`src/design/ccr_pkg.sv`:
```
// shared types, codes and width helpers of the circle canvas rasterizer
package ccr_pkg;

    // default sizes
    localparam int DEF_MAX_DIM   = 256;
    localparam int DEF_FRAC_BITS = 8;

    // fixed field widths
    localparam int CFG_W   = 9;
    localparam int CHAR_W  = 8;
    localparam int COORD_W = 24;
    localparam int RDIDX_W = 8;

    // command codes
    localparam logic [1:0] CMD_CLEAR = 2'd0;
    localparam logic [1:0] CMD_DRAW  = 2'd1;
    localparam logic [1:0] CMD_READ  = 2'd2;

    // status codes
    localparam logic [1:0] STAT_OK         = 2'd0;
    localparam logic [1:0] STAT_BAD_RADIUS = 2'd1;
    localparam logic [1:0] STAT_BAD_KIND   = 2'd2;

    // shape kinds
    localparam logic [7:0] KIND_OUTLINE = 8'h63;
    localparam logic [7:0] KIND_FILLED  = 8'h43;

    // configuration register indexes
    localparam logic [1:0] CFG_WIDTH  = 2'd0;
    localparam logic [1:0] CFG_HEIGHT = 2'd1;
    localparam logic [1:0] CFG_BG     = 2'd2;

    // reset value of the background byte
    localparam logic [7:0] BG_RESET = 8'd32;

    // bits of a row or column index
    function automatic int idx_bits(input int max_dim);
        return (max_dim > 1) ? $clog2(max_dim) : 1;
    endfunction

    // bits of a counter that can hold max_dim itself
    function automatic int dim_bits(input int max_dim);
        return $clog2(max_dim + 1);
    endfunction

    // bits of a signed coordinate difference
    function automatic int diff_bits(input int max_dim, input int frac_bits);
        int pos_w;
        pos_w = idx_bits(max_dim) + frac_bits;
        return ((pos_w > COORD_W - 1) ? pos_w : COORD_W - 1) + 2;
    endfunction

    // what a squared operand is used for
    typedef enum logic [1:0] {
        TAG_R2,
        TAG_INNER,
        TAG_DY,
        TAG_PIX
    } t_tag;

    // one beat into the squaring pipeline
    typedef struct packed {
        logic vld;
        t_tag tag;
    } t_issue;

    // drawing mode held for the whole sweep
    typedef struct packed {
        logic              thin;
        logic              filled;
        logic [CHAR_W-1:0] paint;
    } t_mode;

    // one finished result
    typedef struct packed {
        logic [1:0]        status;
        logic [CHAR_W-1:0] pixel;
    } t_result;

    // sequencer states
    typedef enum logic [3:0] {
        S_IDLE,
        S_CLEAR,
        S_SQ_R,
        S_SQ_IN,
        S_ROW,
        S_COL,
        S_DRAIN,
        S_READ,
        S_RDATA,
        S_DONE
    } t_state;

endpackage

```
`src/design/ccr_raster_pipe.sv`:
```
// squaring pipeline and pixel coverage test
module ccr_raster_pipe #(
    parameter int MAX_DIM   = ccr_pkg::DEF_MAX_DIM,
    parameter int FRAC_BITS = ccr_pkg::DEF_FRAC_BITS
) (
    input  logic                                                   i_clk,
    input  logic                                                   i_rst_n,
    input  ccr_pkg::t_issue                                        i_iss,
    input  logic signed [ccr_pkg::diff_bits(MAX_DIM, FRAC_BITS)-1:0] i_op,
    input  logic [2*ccr_pkg::idx_bits(MAX_DIM)-1:0]                i_addr,
    input  ccr_pkg::t_mode                                         i_mode,
    output logic                                                   o_busy,
    output logic                                                   o_we,
    output logic [2*ccr_pkg::idx_bits(MAX_DIM)-1:0]                o_waddr,
    output logic [ccr_pkg::CHAR_W-1:0]                             o_wdata
);
    localparam int D_W    = ccr_pkg::diff_bits(MAX_DIM, FRAC_BITS);
    localparam int SQ_W   = 2 * D_W;
    localparam int ADDR_W = 2 * ccr_pkg::idx_bits(MAX_DIM);

    // stage 1: operand
    ccr_pkg::t_issue        r_t1;
    logic signed [D_W-1:0]  r_op;
    logic [ADDR_W-1:0]      r_a1;
    // stage 2: square
    ccr_pkg::t_issue        r_t2;
    logic [SQ_W-1:0]        r_sq;
    logic [ADDR_W-1:0]      r_a2;
    // held squares
    logic [SQ_W-1:0]        r_r2;
    logic [SQ_W-1:0]        r_inner2;
    logic [SQ_W-1:0]        r_dy2;

    logic signed [SQ_W-1:0] sq_full;
    logic [SQ_W-1:0]        d2;
    logic                   covered;
    logic                   ring;
    logic                   hit;

    // pipeline valid bits
    always_ff @(posedge i_clk) begin
        if (!i_rst_n) begin
            r_t1 <= '0;
            r_t2 <= '0;
        end else begin
            r_t1 <= i_iss;
            r_t2 <= r_t1;
        end
    end

    assign sq_full = r_op * r_op;

    // operand and square registers
    always_ff @(posedge i_clk) begin
        r_op <= i_op;
        r_a1 <= i_addr;
        r_sq <= $unsigned(sq_full);
        r_a2 <= r_a1;
    end

    // keep the squares needed by later pixels
    always_ff @(posedge i_clk) begin
        if (r_t2.vld) begin
            unique case (r_t2.tag)
                ccr_pkg::TAG_R2:    r_r2     <= r_sq;
                ccr_pkg::TAG_INNER: r_inner2 <= r_sq;
                ccr_pkg::TAG_DY:    r_dy2    <= r_sq;
                default:            ;
            endcase
        end
    end

    // coverage test on the squared distance
    always_comb begin
        d2      = r_sq + r_dy2;
        covered = (d2 <= r_r2);
        ring    = covered && (i_mode.thin || (d2 > r_inner2));
        hit     = i_mode.filled ? covered : ring;
    end

    assign o_we    = r_t2.vld && (r_t2.tag == ccr_pkg::TAG_PIX) && hit;
    assign o_waddr = r_a2;
    assign o_wdata = i_mode.paint;
    assign o_busy  = r_t1.vld || r_t2.vld;
endmodule

```
`config.mk`:
```
export PLATFORM = sky130hd
export DESIGN_NAME = ccr_raster_pipe
export DESIGN_NICKNAME = d
export VERILOG_FILES = /design/src/design/ccr_pkg.sv /design/src/design/ccr_raster_pipe.sv
export SDC_FILE = /design/constraint.sdc
export NUM_CORES = 2
export LEC_CHECK = 0
export ABC_AREA = 1
export BUFFER_PORTS_ARGS = -buffer_cell sky130_fd_sc_hd__clkbuf_2
export CELL_PAD_IN_SITES_DETAIL_PLACEMENT = 1
export CELL_PAD_IN_SITES_GLOBAL_PLACEMENT = 1
export CORE_ASPECT_RATIO = 1.1
export CORE_UTILIZATION = 46
export CTS_CLUSTER_DIAMETER = 120
export CTS_CLUSTER_SIZE = 8
export DETAILED_ROUTE_END_ITERATION = 10
export PLACE_DENSITY_LB_ADDON = 0.1
export SLEW_MARGIN = 25
export SYNTH_ARGS = -nofsm -noshare
export SYNTH_HDL_FRONTEND = slang
export SYNTH_SLANG_ARGS = --single-unit
export TNS_END_PERCENT = 30
```
`constraint.sdc`:
```
create_clock -name i_clk -period 6.5 [get_ports i_clk]
set_input_delay 1.3 -clock i_clk [delete_from_list [all_inputs] [get_ports i_clk]]
set_output_delay 1.3 -clock i_clk [all_outputs]
set_load 0.03 [all_outputs]
```
Word level (Yosys, flattened, before mapping)
Index checks and enable logic that the tools add are counted.

cells by class
  equal/unequal tests = 3
  add/sub/neg operators = 1
  multiplexer cells = 1
  reduce and logical (&&, ||, !) cells = 9
  multipliers = 1
  $lt $le $gt $ge = 2

operator list
  operator                                        number
  adder 50 bit                                    1
  greater-than comparator 50 bit                  1
  <= comparator 50 bit                            1
  multiplier 25 x 25 -> 50 bit                    1
  AND reduction 2 bit                             3
  == test 2 bit (second input constant)           2
  logical AND 1 bit                               3
  == test 2 x 1 -> 1 bit (second input constant)  1
  zero test 2 bit                                 1
  logical OR 1 bit                                2
  two-way mux 1 bit                               1

storage, ports and cells
  logic and storage cells = 28
  output and inout port bits = 26
  input bits = 56
  bits in registers = 263

Longest topological paths before layout
  depth after elaboration = 6
  depth in mapped cells = 29

Worst setup path after synthesis
Ideal clock, no wire load.

  path type = register -> register
  start = register r_op[1]
  end = register r_sq[49]
  arrival time = 6406 ps
  cell stages (with the launch flop) = 26
  buffers on the path = 2
  clock period less this slack = 6518 ps
  setup slack = -18 ps
  path through = dfxtp_1 clkbuf_1 clkbuf_1 nand2_1 inv_1 fa_1 fa_1 inv_1 fa_1 inv_1 fa_1 inv_1 fa_1 inv_1 fa_1 fa_1 ha_1 inv_1 nor3_1 nand2_1 nor2_1 nand3_1 nand3_1 inv_1 nand2_1 nand2_1

between the ends
  longest elaborated chain between the ends = 1

ends and longest elaborated chain
  what                          RTL line               source
  start: declaration            ccr_raster_pipe.sv:23  logic signed [D_W-1:0] r_op;
  start signal: assignment      ccr_raster_pipe.sv:55  r_op <= i_op;
  multiplier 25 x 25 -> 50 bit  ccr_raster_pipe.sv:51  assign sq_full = r_op * r_op;
  net sq_full[49]               ccr_raster_pipe.sv:34  logic signed [SQ_W-1:0] sq_full;
  end signal: assignment        ccr_raster_pipe.sv:57  r_sq <= $unsigned(sq_full);
  end: declaration              ccr_raster_pipe.sv:27  logic [SQ_W-1:0] r_sq;

The timed path passes the listed nets, and every way through them passes these cells.
A chain may end at the register's enable or synchronous reset.

Worst setup path in the final report
  start = register r_op[24]
  end = register r_sq[28]

The elaborated chain is that of the path after synthesis.

==> metrics.yaml <==
timing:
  fin_worst_skew_ps: 36.42
  min_period_ps: 6266
  fmax_mhz: 159.6
  period_share_pct: 96.39
  relSlewSlack_pct: 47.52
  tightest_slew_ps: 787.1
  slew_viol_final: 0
  setup_viol: 0
  layout_setup_ws_ps: 234.4
  finalHoldViolCount: 0
  rsz0062_at_grt: "yes"
  final.setup.tns_ps: 0
synth:
  synth.distinct_cells: 44
  netlist_area_um2: 34990
  synth_top_cell_area_share_pct: 34.67
  synth_seq_cells: 259
  synthCells: 4033
  syn_avg_cell_area_um2: 8.676
  synth_nets: 4998
  ys_warn_count: 0
  yosysSeqAreaShare_pct: 19.02
  synth_area_leaders: "fa_1 (35%), edfxtp_1 (13%), inv_1 (12%)"
  synth.largest_area_cell: "fa_1"
global_routing:
  grt_overflow: 0
  grt_max_degree: 50
  antenna_found_initial: 0
  busiest_layer: "met2"
  gr-usage-all-layers_pct: 27.19
  use_met3_pct: 2.453
  met2_usage_pct: 51.52
  grt_pass1_wl_mm: 161.6
  grt_pass1_vias: 29950
  met1_usage_pct: 32.30
placement:
  gp_congestion: 0.9394
  dp.cells: 5074
  port_buffers: 65
  dp_hpwl_mm: 87.77
  pre_cts_ws_ps: -162.7
  placed_cell_area_um2: 37190
floorplan:
  die_w_um: 265.0
  rows: 105
  start_util_pct: 46.73
  die_y_um: 291.3
  pin_count: 82
  dieArea_um2: 77180
  core_area_um2: 74880
setup_path:
  worstSetupStartpointType: "flop"
  required_ps: 7000
  worstPathArrival_ps: 6770
  endpoint_kind: "flop"
  critPathMaxFanout: 12
  critPathKind: "flop to flop"
cts:
  cts_tree: "built"
  clk_pin_slew_ps: 70
  cts_buffers: 39
  clockBufferDepth: 3
  htreeDepth: 2
  cts_sinks: 259
  hold_buffers: 0
  post-cts-setup-buffers: 0
  clk_latency_ps: 600
  cts-root-buf: "clkbuf_16"
detailed_routing:
  firstDrtPassIters: 5
  wl_mm: 100.4
  num_vias: 25901
  ant_nets: 0
  wl_per_cell_um: 19.51
  drc: 0
  routed_via_density: 5.033
  drtIter0Drc: 804
job:
  cap_violations: 0
status:
  status: "completed"
worst_hold_path:
  hp-class: "flop to flop"
final_layout:
  fin_nets: 5118
  drive_gt1_share_pct: 9.515
  area_growth_pct: 10.44
  layout_commonest_cell: "inv_1"
  n_antenna_cell: 0
  final_cell_mix: "inv_1 (1,099), nand2_1 (741), fa_1 (604)"
  layout.cells.non_filler: 5146
  stdcell_area_um2: 38640
-- critical path, stage by stage, from the launching register on --
cell     delay (ps)
dfxtp_1         370
buf_12          150
nand2_1         100
inv_1           110
fa_1            470
buf_4           190
fa_1            480
inv_1            60
fa_1            500
fa_1            540
inv_1            70
fa_1            490
fa_1            490
inv_1            40
fa_1            470
inv_1            40
ha_2            370
nand2_1         120
nor2_1          180
inv_1           130
nor2_1          120
inv_1            90
nor2_2          190
nand2_1          80
nand2_1         110
xor2_2          220
-- stage by stage --
step	utilization (%)	hold slack, ps
3_5_place_dp	49.66	313.5
2_1_floorplan	-	309.6
4_1_cts	51.22	324.2
6_report	51.60	323.3
3_3_place_gp	49.66	309.7
5_1_grt	51.60	331.3
-- cell usage after synthesis (all sizes together) --
cell type	instances
o21bai	27
nor2	282
nand4	42
clkbuf	75
or2	5
nand3b	3
o21ai	92
and2	1
a31o	1
nand2b	1
ha	303
nand3	84
fa	606
dfxtp	112
o211ai	1
a21o	15
nor3	31
edfxtp	147
inv	1136
and3	1
o21a	7
nand2	771
nor3b	1
a31oi	3
nor4	2
a21oi	185
buf	10
xnor2	28
a21boi	5
xor2	56
-- repair_timing --
action	in CTS	in global routing
resized for setup	8	76
endpoints found under the setup margin	12	28
pin swaps	0	6
hold endpoints to repair	0	0
gates cloned	0	1
-- metal layers --
| metal | vias up | part of all wire (%) |
|---|---|---|
| met3 | 143 | 2.4 |
| li1 | 12222 | - |
| met1 | 13257 | 41 |
| met5 | - | 0 |
| met4 | 0 | 3.1 |
| met2 | 279 | 53 |
-- worst paths after layout --
path,slack (ps),start,cells after the start,end
max,230,r_op[24],25,r_sq[28]
min,320,r_a1[2],0,o_waddr[2]
max reg2reg,230,r_op[24],25,r_sq[28]
min reg2reg,320,r_a1[2],0,o_waddr[2]
-- cell families after synthesis --
kind of cell               after synthesis  share of synthesized area [%]
AOI/OAI and AO/OA                      336                          5.500
xor gates and xnor gates                84                          2.103
adders and majority gates              909                          45.51
buffers and inverters                 1221                          13.18
DFF                                    259                          19.02
and+or+nand+nor                       1224                          14.69
-- registers in the layout, summed over array words and instances (netlist names) --
signal and cells:
r_t1 3, r_inner2 49, r_op 25, o_waddr 16, r_dy2 49, r_t2 3, r_r2 49, r_a1 16
r_sq 49
-- final cells by class --
| cell class | count | area (um2) |
|---|---|---|
| sequential | 259 | 6664 |
| clock buffer | 67 | 1112 |
| tap | 963 | 1205 |
| clock inverter | 4 | 38.79 |
| inverter | 1136 | 4264 |
| multi-input combinational | 2553 | 23970 |
| timing repair buffer | 164 | 1390 |
| fill | 8887 | 36240 |
Power is not shown: default switching activity piles up to over one toggle a cycle in this logic, so the estimate is an artifact.
