==> src/design/ccr_pkg.sv <==
// shared types, codes and width helpers of the circle canvas rasterizer
package ccr_pkg;

    // default sizes
    localparam int DEF_MAX_DIM   = 256;
    localparam int DEF_FRAC_BITS = 8;

    // fixed field widths
    localparam int CFG_W   = 9;
    localparam int CHAR_W  = 8;
    localparam int COORD_W = 24;
    localparam int RDIDX_W = 8;

    // command codes
    localparam logic [1:0] CMD_CLEAR = 2'd0;
    localparam logic [1:0] CMD_DRAW  = 2'd1;
    localparam logic [1:0] CMD_READ  = 2'd2;

    // status codes
    localparam logic [1:0] STAT_OK         = 2'd0;
    localparam logic [1:0] STAT_BAD_RADIUS = 2'd1;
    localparam logic [1:0] STAT_BAD_KIND   = 2'd2;

    // shape kinds
    localparam logic [7:0] KIND_OUTLINE = 8'h63;
    localparam logic [7:0] KIND_FILLED  = 8'h43;

    // configuration register indexes
    localparam logic [1:0] CFG_WIDTH  = 2'd0;
    localparam logic [1:0] CFG_HEIGHT = 2'd1;
    localparam logic [1:0] CFG_BG     = 2'd2;

    // reset value of the background byte
    localparam logic [7:0] BG_RESET = 8'd32;

    // bits of a row or column index
    function automatic int idx_bits(input int max_dim);
        return (max_dim > 1) ? $clog2(max_dim) : 1;
    endfunction

    // bits of a counter that can hold max_dim itself
    function automatic int dim_bits(input int max_dim);
        return $clog2(max_dim + 1);
    endfunction

    // bits of a signed coordinate difference
    function automatic int diff_bits(input int max_dim, input int frac_bits);
        int pos_w;
        pos_w = idx_bits(max_dim) + frac_bits;
        return ((pos_w > COORD_W - 1) ? pos_w : COORD_W - 1) + 2;
    endfunction

    // what a squared operand is used for
    typedef enum logic [1:0] {
        TAG_R2,
        TAG_INNER,
        TAG_DY,
        TAG_PIX
    } t_tag;

    // one beat into the squaring pipeline
    typedef struct packed {
        logic vld;
        t_tag tag;
    } t_issue;

    // drawing mode held for the whole sweep
    typedef struct packed {
        logic              thin;
        logic              filled;
        logic [CHAR_W-1:0] paint;
    } t_mode;

    // one finished result
    typedef struct packed {
        logic [1:0]        status;
        logic [CHAR_W-1:0] pixel;
    } t_result;

    // sequencer states
    typedef enum logic [3:0] {
        S_IDLE,
        S_CLEAR,
        S_SQ_R,
        S_SQ_IN,
        S_ROW,
        S_COL,
        S_DRAIN,
        S_READ,
        S_RDATA,
        S_DONE
    } t_state;

endpackage

==> src/design/ccr_ctrl.sv <==
// command sequencer: clear sweep, draw sweep and pixel read
module ccr_ctrl #(
    parameter int MAX_DIM   = ccr_pkg::DEF_MAX_DIM,
    parameter int FRAC_BITS = ccr_pkg::DEF_FRAC_BITS
) (
    input  logic                                                   i_clk,
    input  logic                                                   i_rst_n,
    input  logic                                                   i_in_valid,
    output logic                                                   o_in_stall,
    input  logic [1:0]                                             i_command,
    input  logic [7:0]                                             i_shape_kind,
    input  logic signed [ccr_pkg::COORD_W-1:0]                     i_center_x,
    input  logic signed [ccr_pkg::COORD_W-1:0]                     i_center_y,
    input  logic signed [ccr_pkg::COORD_W-1:0]                     i_radius,
    input  logic [ccr_pkg::CHAR_W-1:0]                             i_paint_char,
    input  logic [ccr_pkg::RDIDX_W-1:0]                            i_read_col,
    input  logic [ccr_pkg::RDIDX_W-1:0]                            i_read_row,
    input  logic [ccr_pkg::dim_bits(MAX_DIM)-1:0]                  i_width,
    input  logic [ccr_pkg::dim_bits(MAX_DIM)-1:0]                  i_height,
    input  logic [ccr_pkg::CHAR_W-1:0]                             i_rdata,
    input  logic                                                   i_pipe_busy,
    input  logic                                                   i_fin_take,
    output ccr_pkg::t_issue                                        o_iss,
    output logic signed [ccr_pkg::diff_bits(MAX_DIM, FRAC_BITS)-1:0] o_op,
    output logic [2*ccr_pkg::idx_bits(MAX_DIM)-1:0]                o_iss_addr,
    output ccr_pkg::t_mode                                         o_mode,
    output logic                                                   o_clr_we,
    output logic [2*ccr_pkg::idx_bits(MAX_DIM)-1:0]                o_clr_addr,
    output logic                                                   o_rd_en,
    output logic [2*ccr_pkg::idx_bits(MAX_DIM)-1:0]                o_rd_addr,
    output logic                                                   o_fin_vld,
    output ccr_pkg::t_result                                       o_fin
);
    localparam int IDX_W  = ccr_pkg::idx_bits(MAX_DIM);
    localparam int DIM_W  = ccr_pkg::dim_bits(MAX_DIM);
    localparam int D_W    = ccr_pkg::diff_bits(MAX_DIM, FRAC_BITS);
    localparam int ADDR_W = 2 * IDX_W;
    localparam int CMP_W  = (DIM_W > ccr_pkg::CFG_W) ? DIM_W : ccr_pkg::CFG_W;
    localparam int RD_W   = (IDX_W > ccr_pkg::RDIDX_W) ? IDX_W : ccr_pkg::RDIDX_W;
    localparam logic signed [D_W-1:0] ONE = D_W'(1) << FRAC_BITS;

    ccr_pkg::t_state                   r_state, n_state;
    logic [ADDR_W-1:0]                 r_clr, n_clr;
    logic [DIM_W-1:0]                  r_row, n_row;
    logic [DIM_W-1:0]                  r_col, n_col;
    logic signed [D_W-1:0]             r_cx, n_cx;
    logic signed [D_W-1:0]             r_cy, n_cy;
    logic signed [D_W-1:0]             r_rad, n_rad;
    ccr_pkg::t_mode                    r_mode, n_mode;
    logic [ADDR_W-1:0]                 r_rd_addr, n_rd_addr;
    ccr_pkg::t_result                  r_res, n_res;

    logic signed [D_W-1:0]             rad_in;
    logic                              rd_hit;
    logic [RD_W-1:0]                   rc_ext;
    logic [RD_W-1:0]                   rr_ext;
    logic [IDX_W-1:0]                  row_idx;
    logic [IDX_W-1:0]                  col_idx;
    logic [DIM_W-1:0]                  row_nxt;
    logic [DIM_W-1:0]                  col_nxt;

    // control and held item
    always_ff @(posedge i_clk) begin
        if (!i_rst_n) begin
            r_state <= ccr_pkg::S_IDLE;
        end else begin
            r_state <= n_state;
        end
        r_clr     <= n_clr;
        r_row     <= n_row;
        r_col     <= n_col;
        r_cx      <= n_cx;
        r_cy      <= n_cy;
        r_rad     <= n_rad;
        r_mode    <= n_mode;
        r_rd_addr <= n_rd_addr;
        r_res     <= n_res;
    end

    // helpers
    always_comb begin
        rad_in  = D_W'(i_radius);
        rc_ext  = RD_W'(i_read_col);
        rr_ext  = RD_W'(i_read_row);
        rd_hit  = (CMP_W'(i_read_col) < CMP_W'(i_width)) &&
                  (CMP_W'(i_read_row) < CMP_W'(i_height));
        row_idx = r_row[IDX_W-1:0];
        col_idx = r_col[IDX_W-1:0];
        row_nxt = r_row + DIM_W'(1);
        col_nxt = r_col + DIM_W'(1);
    end

    // next state and outputs
    always_comb begin
        n_state    = r_state;
        n_clr      = r_clr;
        n_row      = r_row;
        n_col      = r_col;
        n_cx       = r_cx;
        n_cy       = r_cy;
        n_rad      = r_rad;
        n_mode     = r_mode;
        n_rd_addr  = r_rd_addr;
        n_res      = r_res;
        o_iss      = '0;
        o_op       = '0;
        o_iss_addr = {row_idx, col_idx};
        o_clr_we   = 1'b0;
        o_rd_en    = 1'b0;
        o_fin_vld  = 1'b0;

        unique case (r_state)
            ccr_pkg::S_IDLE: begin
                if (i_in_valid) begin
                    n_res          = '0;
                    n_cx           = D_W'(i_center_x);
                    n_cy           = D_W'(i_center_y);
                    n_rad          = rad_in;
                    n_mode.paint   = i_paint_char;
                    n_mode.filled  = (i_shape_kind == ccr_pkg::KIND_FILLED);
                    n_mode.thin    = (rad_in < ONE);
                    n_rd_addr      = {rr_ext[IDX_W-1:0], rc_ext[IDX_W-1:0]};
                    n_clr          = '0;
                    unique case (i_command)
                        ccr_pkg::CMD_CLEAR: begin
                            n_state = ccr_pkg::S_CLEAR;
                        end
                        ccr_pkg::CMD_DRAW: begin
                            if (i_radius <= 0) begin
                                n_res.status = ccr_pkg::STAT_BAD_RADIUS;
                                n_state      = ccr_pkg::S_DONE;
                            end else if (i_shape_kind != ccr_pkg::KIND_OUTLINE &&
                                         i_shape_kind != ccr_pkg::KIND_FILLED) begin
                                n_res.status = ccr_pkg::STAT_BAD_KIND;
                                n_state      = ccr_pkg::S_DONE;
                            end else begin
                                n_state = ccr_pkg::S_SQ_R;
                            end
                        end
                        ccr_pkg::CMD_READ: begin
                            n_state = rd_hit ? ccr_pkg::S_READ : ccr_pkg::S_DONE;
                        end
                        default: begin
                            n_state = ccr_pkg::S_DONE;
                        end
                    endcase
                end
            end
            // fill the whole store, one byte a cycle
            ccr_pkg::S_CLEAR: begin
                o_clr_we = 1'b1;
                n_clr    = r_clr + ADDR_W'(1);
                if (r_clr == {ADDR_W{1'b1}}) begin
                    n_state = ccr_pkg::S_DONE;
                end
            end
            ccr_pkg::S_SQ_R: begin
                o_iss.vld = 1'b1;
                o_iss.tag = ccr_pkg::TAG_R2;
                o_op      = r_rad;
                n_state   = ccr_pkg::S_SQ_IN;
            end
            ccr_pkg::S_SQ_IN: begin
                o_iss.vld = 1'b1;
                o_iss.tag = ccr_pkg::TAG_INNER;
                o_op      = r_rad - ONE;
                n_row     = '0;
                n_col     = '0;
                if (i_width == '0 || i_height == '0) begin
                    n_state = ccr_pkg::S_DRAIN;
                end else begin
                    n_state = ccr_pkg::S_ROW;
                end
            end
            // row distance, squared once per row
            ccr_pkg::S_ROW: begin
                o_iss.vld = 1'b1;
                o_iss.tag = ccr_pkg::TAG_DY;
                o_op      = $signed(D_W'(row_idx) << FRAC_BITS) - r_cy;
                n_col     = '0;
                n_state   = ccr_pkg::S_COL;
            end
            // one pixel of the row a cycle
            ccr_pkg::S_COL: begin
                o_iss.vld = 1'b1;
                o_iss.tag = ccr_pkg::TAG_PIX;
                o_op      = $signed(D_W'(col_idx) << FRAC_BITS) - r_cx;
                if (col_nxt == i_width) begin
                    if (row_nxt == i_height) begin
                        n_state = ccr_pkg::S_DRAIN;
                    end else begin
                        n_row   = row_nxt;
                        n_state = ccr_pkg::S_ROW;
                    end
                end else begin
                    n_col = col_nxt;
                end
            end
            ccr_pkg::S_DRAIN: begin
                if (!i_pipe_busy) begin
                    n_state = ccr_pkg::S_DONE;
                end
            end
            ccr_pkg::S_READ: begin
                o_rd_en = 1'b1;
                n_state = ccr_pkg::S_RDATA;
            end
            ccr_pkg::S_RDATA: begin
                n_res.pixel = i_rdata;
                n_state     = ccr_pkg::S_DONE;
            end
            ccr_pkg::S_DONE: begin
                o_fin_vld = 1'b1;
                if (i_fin_take) begin
                    n_state = ccr_pkg::S_IDLE;
                end
            end
            default: begin
                n_state = ccr_pkg::S_IDLE;
            end
        endcase
    end

    assign o_in_stall = (r_state != ccr_pkg::S_IDLE);
    assign o_mode     = r_mode;
    assign o_clr_addr = r_clr;
    assign o_rd_addr  = r_rd_addr;
    assign o_fin      = r_res;
endmodule
==> config.mk <==
export PLATFORM = sky130hd
export DESIGN_NAME = ccr_ctrl
export DESIGN_NICKNAME = d
export VERILOG_FILES = /design/src/design/ccr_pkg.sv /design/src/design/ccr_ctrl.sv
export SDC_FILE = /design/constraint.sdc
export NUM_CORES = 1
export LEC_CHECK = 0
export ABC_AREA = 1
export BUFFER_PORTS_ARGS = -buffer_cell sky130_fd_sc_hd__buf_4
export CAP_MARGIN = 20
export CORE_MARGIN = 4
export CORE_UTILIZATION = 38
export CTS_CLUSTER_DIAMETER = 100
export DETAILED_ROUTE_END_ITERATION = 10
export PLACE_DENSITY = 0.61
export SLEW_MARGIN = 40
export SYNTH_ARGS = -nofsm -noshare
export SYNTH_HDL_FRONTEND = slang
export SYNTH_SLANG_ARGS = --single-unit
export TNS_END_PERCENT = 30
==> constraint.sdc <==
create_clock -name i_clk -period 6.19 [get_ports i_clk]
set_clock_uncertainty 0.05 [all_clocks]
set_input_delay 0.619 -clock i_clk [delete_from_list [all_inputs] [get_ports i_clk]]
set_output_delay 0.619 -clock i_clk [all_outputs]
set_load 0.05 [all_outputs]
; Word level (Yosys, flattened, before mapping)
; Cells that the tools add are included.
; Widths: inputs -> output; s select.
[totals]
ff_bits = 146
latch_bits = 0
ram_bits = 0
mem_bits_ro = 0
input_bits = 137
out_inout_bits = 100
wordCells = 97
mem_count = 0
[op_classes]
addsub = 6
n_mul = 0
div = 0
magnitude_cmp = 4
n_eq_ne = 24
shifts = 0
muxes = 28
n_bitwise = 1
reduce_logical = 20
[ops]
columns = cell, n
row1 = $pmux 25 s4, 1
row2 = $sub 17x24->25, 2
row3 = $pmux 4 s10, 1
row4 = $pmux 9 s2, 2
row5 = $mux 4, 8
row6 = $pmux 16 s2, 1
row7 = $mux 9, 3
row8 = $sub 24x10->25 const B, 1
row9 = $le 24x1->1 const B, 1
row10 = $lt 24x10->1 const B, 1
row11 = $add 9x1->9 const B, 2
row12 = $eq 9x9->1, 2
row13 = $logic_not 9->1, 2
row14 = $lt 8x9->1, 2
row15 = $add 16x1->16 const B, 1
row16 = $eq 16x16->1 const B, 1
row17 = $eq 4x3->1 const B, 4
row18 = $mux 16, 1
row19 = $ne 8x7->1 const B, 2
row20 = $pmux 8 s2, 1
row21 = $ne 2x2->1 const B, 7
row22 = $pmux 3 s4, 1
row23 = $pmux 4 s3, 1
row24 = $eq 4x2->1 const B, 2
row25 = other kinds (19), 33

; Depth between registers and ports, before layout
[depth]
word_depth = 7
ltp_mapped = 15
ltp_nobuf = 15

; Worst setup path after synthesis
; OpenSTA, ideal clock, no wires.
[synth_timing]
path_kind = register to register
from = reg r_state[3]
to = reg r_res (netlist bit o_fin[8]), enable pin
setup_time_ns = 0.560
arrival_time_ns = 5.240
t_required_ns = 5.580
slack_ns = 0.340
path_stages_with_launch = 6
n_path_buf = 0
synth_period_minus_slack_ns = 5.850
path_cell_list = dfxtp_1 inv_2 nand2_1 nor2_2 inv_1 nor2_1
[synth_between]
elab_chain_cells = 2
[synth_rtl]
columns = item, line_no
row1 = "start, declared", ccr_ctrl.sv:42  ; ccr_pkg::t_state r_state, n_state;
row2 = "start signal, assigned", ccr_ctrl.sv:65  ; r_state <= ccr_pkg::S_IDLE;
row3 = "start signal, assigned", ccr_ctrl.sv:67  ; r_state <= n_state;
row4 = $logic_not 4->1, ccr_ctrl.sv:112  ; unique case (r_state)
row5 = $reduce_and 2->1 (no source line), n/a
row6 = "end signal, assigned", ccr_ctrl.sv:77  ; r_res <= n_res;
row7 = "end, declared", ccr_ctrl.sv:51  ; ccr_pkg::t_result r_res, n_res;
; Every way passes these cells.
; A chain may end at the register's enable or synchronous reset.

; Final worst setup path
[layout_timing]
from = reg r_col[2]
to = out o_op[21] (netlist bit)
[layout_between]
elab_chain_cells = 2
[layout_rtl]
columns = item, line_no
row1 = "start, declared", ccr_ctrl.sv:45  ; logic [DIM_W-1:0] r_col, n_col;
row2 = "start signal, assigned", ccr_ctrl.sv:71  ; r_col <= n_col;
row3 = $sub 17x24->25, ccr_ctrl.sv:187  ; o_op = $signed(D_W'(col_idx) << FRAC_BITS) - r_cx;
row4 = $pmux 25 s4, ccr_ctrl.sv:112
row5 = "end, declared", ccr_ctrl.sv:24  ; output logic signed [ccr_pkg::diff_bits(MAX_DIM, FRAC_BITS)-1:0] o_op,
; Every way passes these cells.

==> metrics.yaml <==
max_stage_delay_ns: 0.50
first_iter_violations: 598
async_flop_share: 0
cp.arrival_ns: 2.85
hp-class: "primary input to flip-flop"
min_period_ns: 3.52
cts_tree: "built"
start_util: 0.385
rsz0062_at_grt: "no"
critPathCaptureType: "output port"
yosys_most_used_dff: "edfxtp_1"
ant_nets: 0
synth_xor_area_frac: 0.0117
synth_simple_gate_area_frac: 0.277
clockBufferDepth: 2
cts_buffers: 17
synth_top_family_by_area: "simple AND/OR/NAND/NOR gates"
synth_cells: 1092
grt_usage: 0.198
crit_family: "simple AND/OR/NAND/NOR gates"
p_comb_frac: 0.403
routedWlPerCell_um: 15.9
final_common_cell: "buf_4"
crit_fanout: 6
ys_warn_count: 0
final_cell_mix: "buf_4, nand2_1, inv_1"
p_seq_frac: 0.352
fp-row-count: 56
antenna_found_initial: 0
setup_viol: 0
synth_fa_ha_area_frac: 0.0500
grt-ovfl-total: 0
grt_pass1_wl_mm: 41.1
p_int_mw: 2.59
synthesis.area_um2: 9010
path_cells: "ha_1, nand2_1, nor2_1, and3_1, a21oi_1, o21bai_1, nand3_1, nand2_1, nand3_1, nand3b_1, buf_4"
drc: 0
grt_max_degree: 67
coreArea_um2: 23400
clk_pin_slew_worst_paths_ns: 0.07
clockPowerShare: 0.245
power.switching_mw: 1.93
whs_ns: 0.320
area_growth_pct: 30.2
crit_slowest_cell: "edfxtp_1"
fin_nets: 1501
vias: 8200
synth_seq_area_share: 0.482
relSlewSlack: 0.489
final_util: 0.501
ctsResizeCount: 0
multi_input_area_um2: 3930
htreeDepth: 4
port_buffers: 236
outcome: "finished, final reports clean"
switching_share: 0.427
p_per_area_nw_per_um2: 385
cp_num_buf_inv: 1
syn_nets: 1265
fillCellCount: 2335
synth_compound_area_frac: 0.0958
clkSinkCount: 146
ys_ff_latch: 146
maxCapViolCount: 0
fin_tns_setup_ns: 0
dp_hpwl_mm: 21.2
clk_latency_ns: 0.42
crit_path_start_kind: "flip-flop"
die_h_um: 162
ctsRootBufferMaster: "clkbuf_16"
synth_edf_count: 142
post-cts-setup-buffer-count: 0
drt_pass1_iterations: 5
synthMuxAreaShare: 0
hold_violations: 0
final_max_slew_viol_count: 0
tightest_slew_ns: 0.761
die_x_um: 162
place_congestion: 0.941
irDropWorstVdd_mv: 0.206
synth.distinct_cells: 47
power_leakage_nw: 5.21
regArea_um2: 4340
required_ns: 5.52
viasPerCell: 4.94
fmax_ghz: 0.284
dieArea_um2: 26200
drive_above_1_share: 0.240
ios: 237
hold_buffers: 0
worstSetupPathType: "flip-flop to output port"
period_share: 0.569
first_global_vias: 8038
n_antenna_cell: 0
syn-mean-instance-area_um2: 8.25
drt-total-wl_mm: 26.4
power by group through the flow:
stage                     registers (mW)  clock network (mW)  logic (mW)
final                               1.59                1.11        1.82
after global routing                1.62                1.17        1.97
after CTS                           1.59                1.13        1.84
after detailed placement            1.61                   0        1.83
after global placement              1.61                   0        1.80
after floorplan                     1.99                   0       0.863
metal layers:
metal / track usage / up-vias / wire length [um]
met5: 0 / - / 0
met3: 0.0406 / 44 / 1530
met4: 0.0727 / 0 / 894
met1: 0.263 / 3732 / 11900
met2: 0.322 / 266 / 12100
li1: - / 4158 / -
stage by stage:
step / setup slack [ns] / power, mW / area (um2) / instances
floorplan: 0.340 / 2.85 / 9010 / 1092
global placement: 2.78 / 3.41 / 11100 / 1627
detailed placement: 3.11 / 3.44 / 11100 / 1628
CTS: 2.63 / 4.56 / 11700 / 1660
global route: 2.38 / 4.77 / 11700 / 1660
finish: 2.67 / 4.52 / 11700 / 1660
sequential cells by signal, summed over array words and instances (netlist names):
| signal | count |
|---|---|
| r_col | 9 |
| r_rad | 24 |
| o_mode | 10 |
| r_row | 9 |
| o_clr_addr | 16 |
| o_fin | 10 |
| r_cy | 24 |
| o_rd_addr | 16 |
| r_cx | 24 |
| r_state | 4 |
worst reg2reg max path, cell delays in order (launching register included):
cell and delay, ns:
dfxtp_1 0.48, inv_2 0.11, nor2_2 0.11, inv_2 0.07, nor2_4 0.46, inv_2 0.42
nand2_1 0.19, and3_1 0.42
cells in the mapped netlist, drive strengths merged, types with 3 or more instances:
cell	number	area [um2]
a21oi	64	320
xor2	10	87.6
o21ai	58	290
dfxtp	4	80.1
nand4	23	144
edfxtp	142	4260
o211ai	6	45.0
nand3	97	490
nor3	27	166
nor2	162	658
o221ai	3	26.3
buf	22	150
nand2	231	897
a31oi	4	25.0
o21bai	8	63.8
nand3b	5	37.5
inv	157	589
and3	3	18.8
nor4	5	31.3
ha	36	450
or2	7	43.8
kinds of logic (layout without fill, tap and decap cells):
family,Yosys count,after routing
buffers and inverters,182,431
AO/OA/AOI/OAI,155,155
flip-flops,146,146
adder cells (fa/ha/maj),36,36
AND/OR/NAND/NOR,561,561
XOR/XNOR,12,12
cell type report:
cell class | instances | area share
clock buffer | 17 | 0.0363
inverter | 158 | 0.0506
multi-input combinational | 764 | 0.335
sequential | 146 | 0.370
timing repair buffer | 241 | 0.157
tap | 319 | 0.0340
clock inverter | 15 | 0.0169
path summary, 6_finish.rpt:
kind	startpoint	end	slack [ns]	cells after the start
max reg2reg	r_state[0]$_SDFFE_PN0P_	r_row[3]$_SDFFCE_PN0P_	3.53	7
min reg2reg	r_state[2]$_SDFFE_PN0P_	r_state[2]$_SDFFE_PN0P_	0.48	2
min	i_center_x[3]	r_cx[3]$_DFFE_PP_	0.32	1
max	r_col[2]$_SDFFCE_PN0P_	o_op[21]	2.67	11
(Power assumes the default switching activity.)
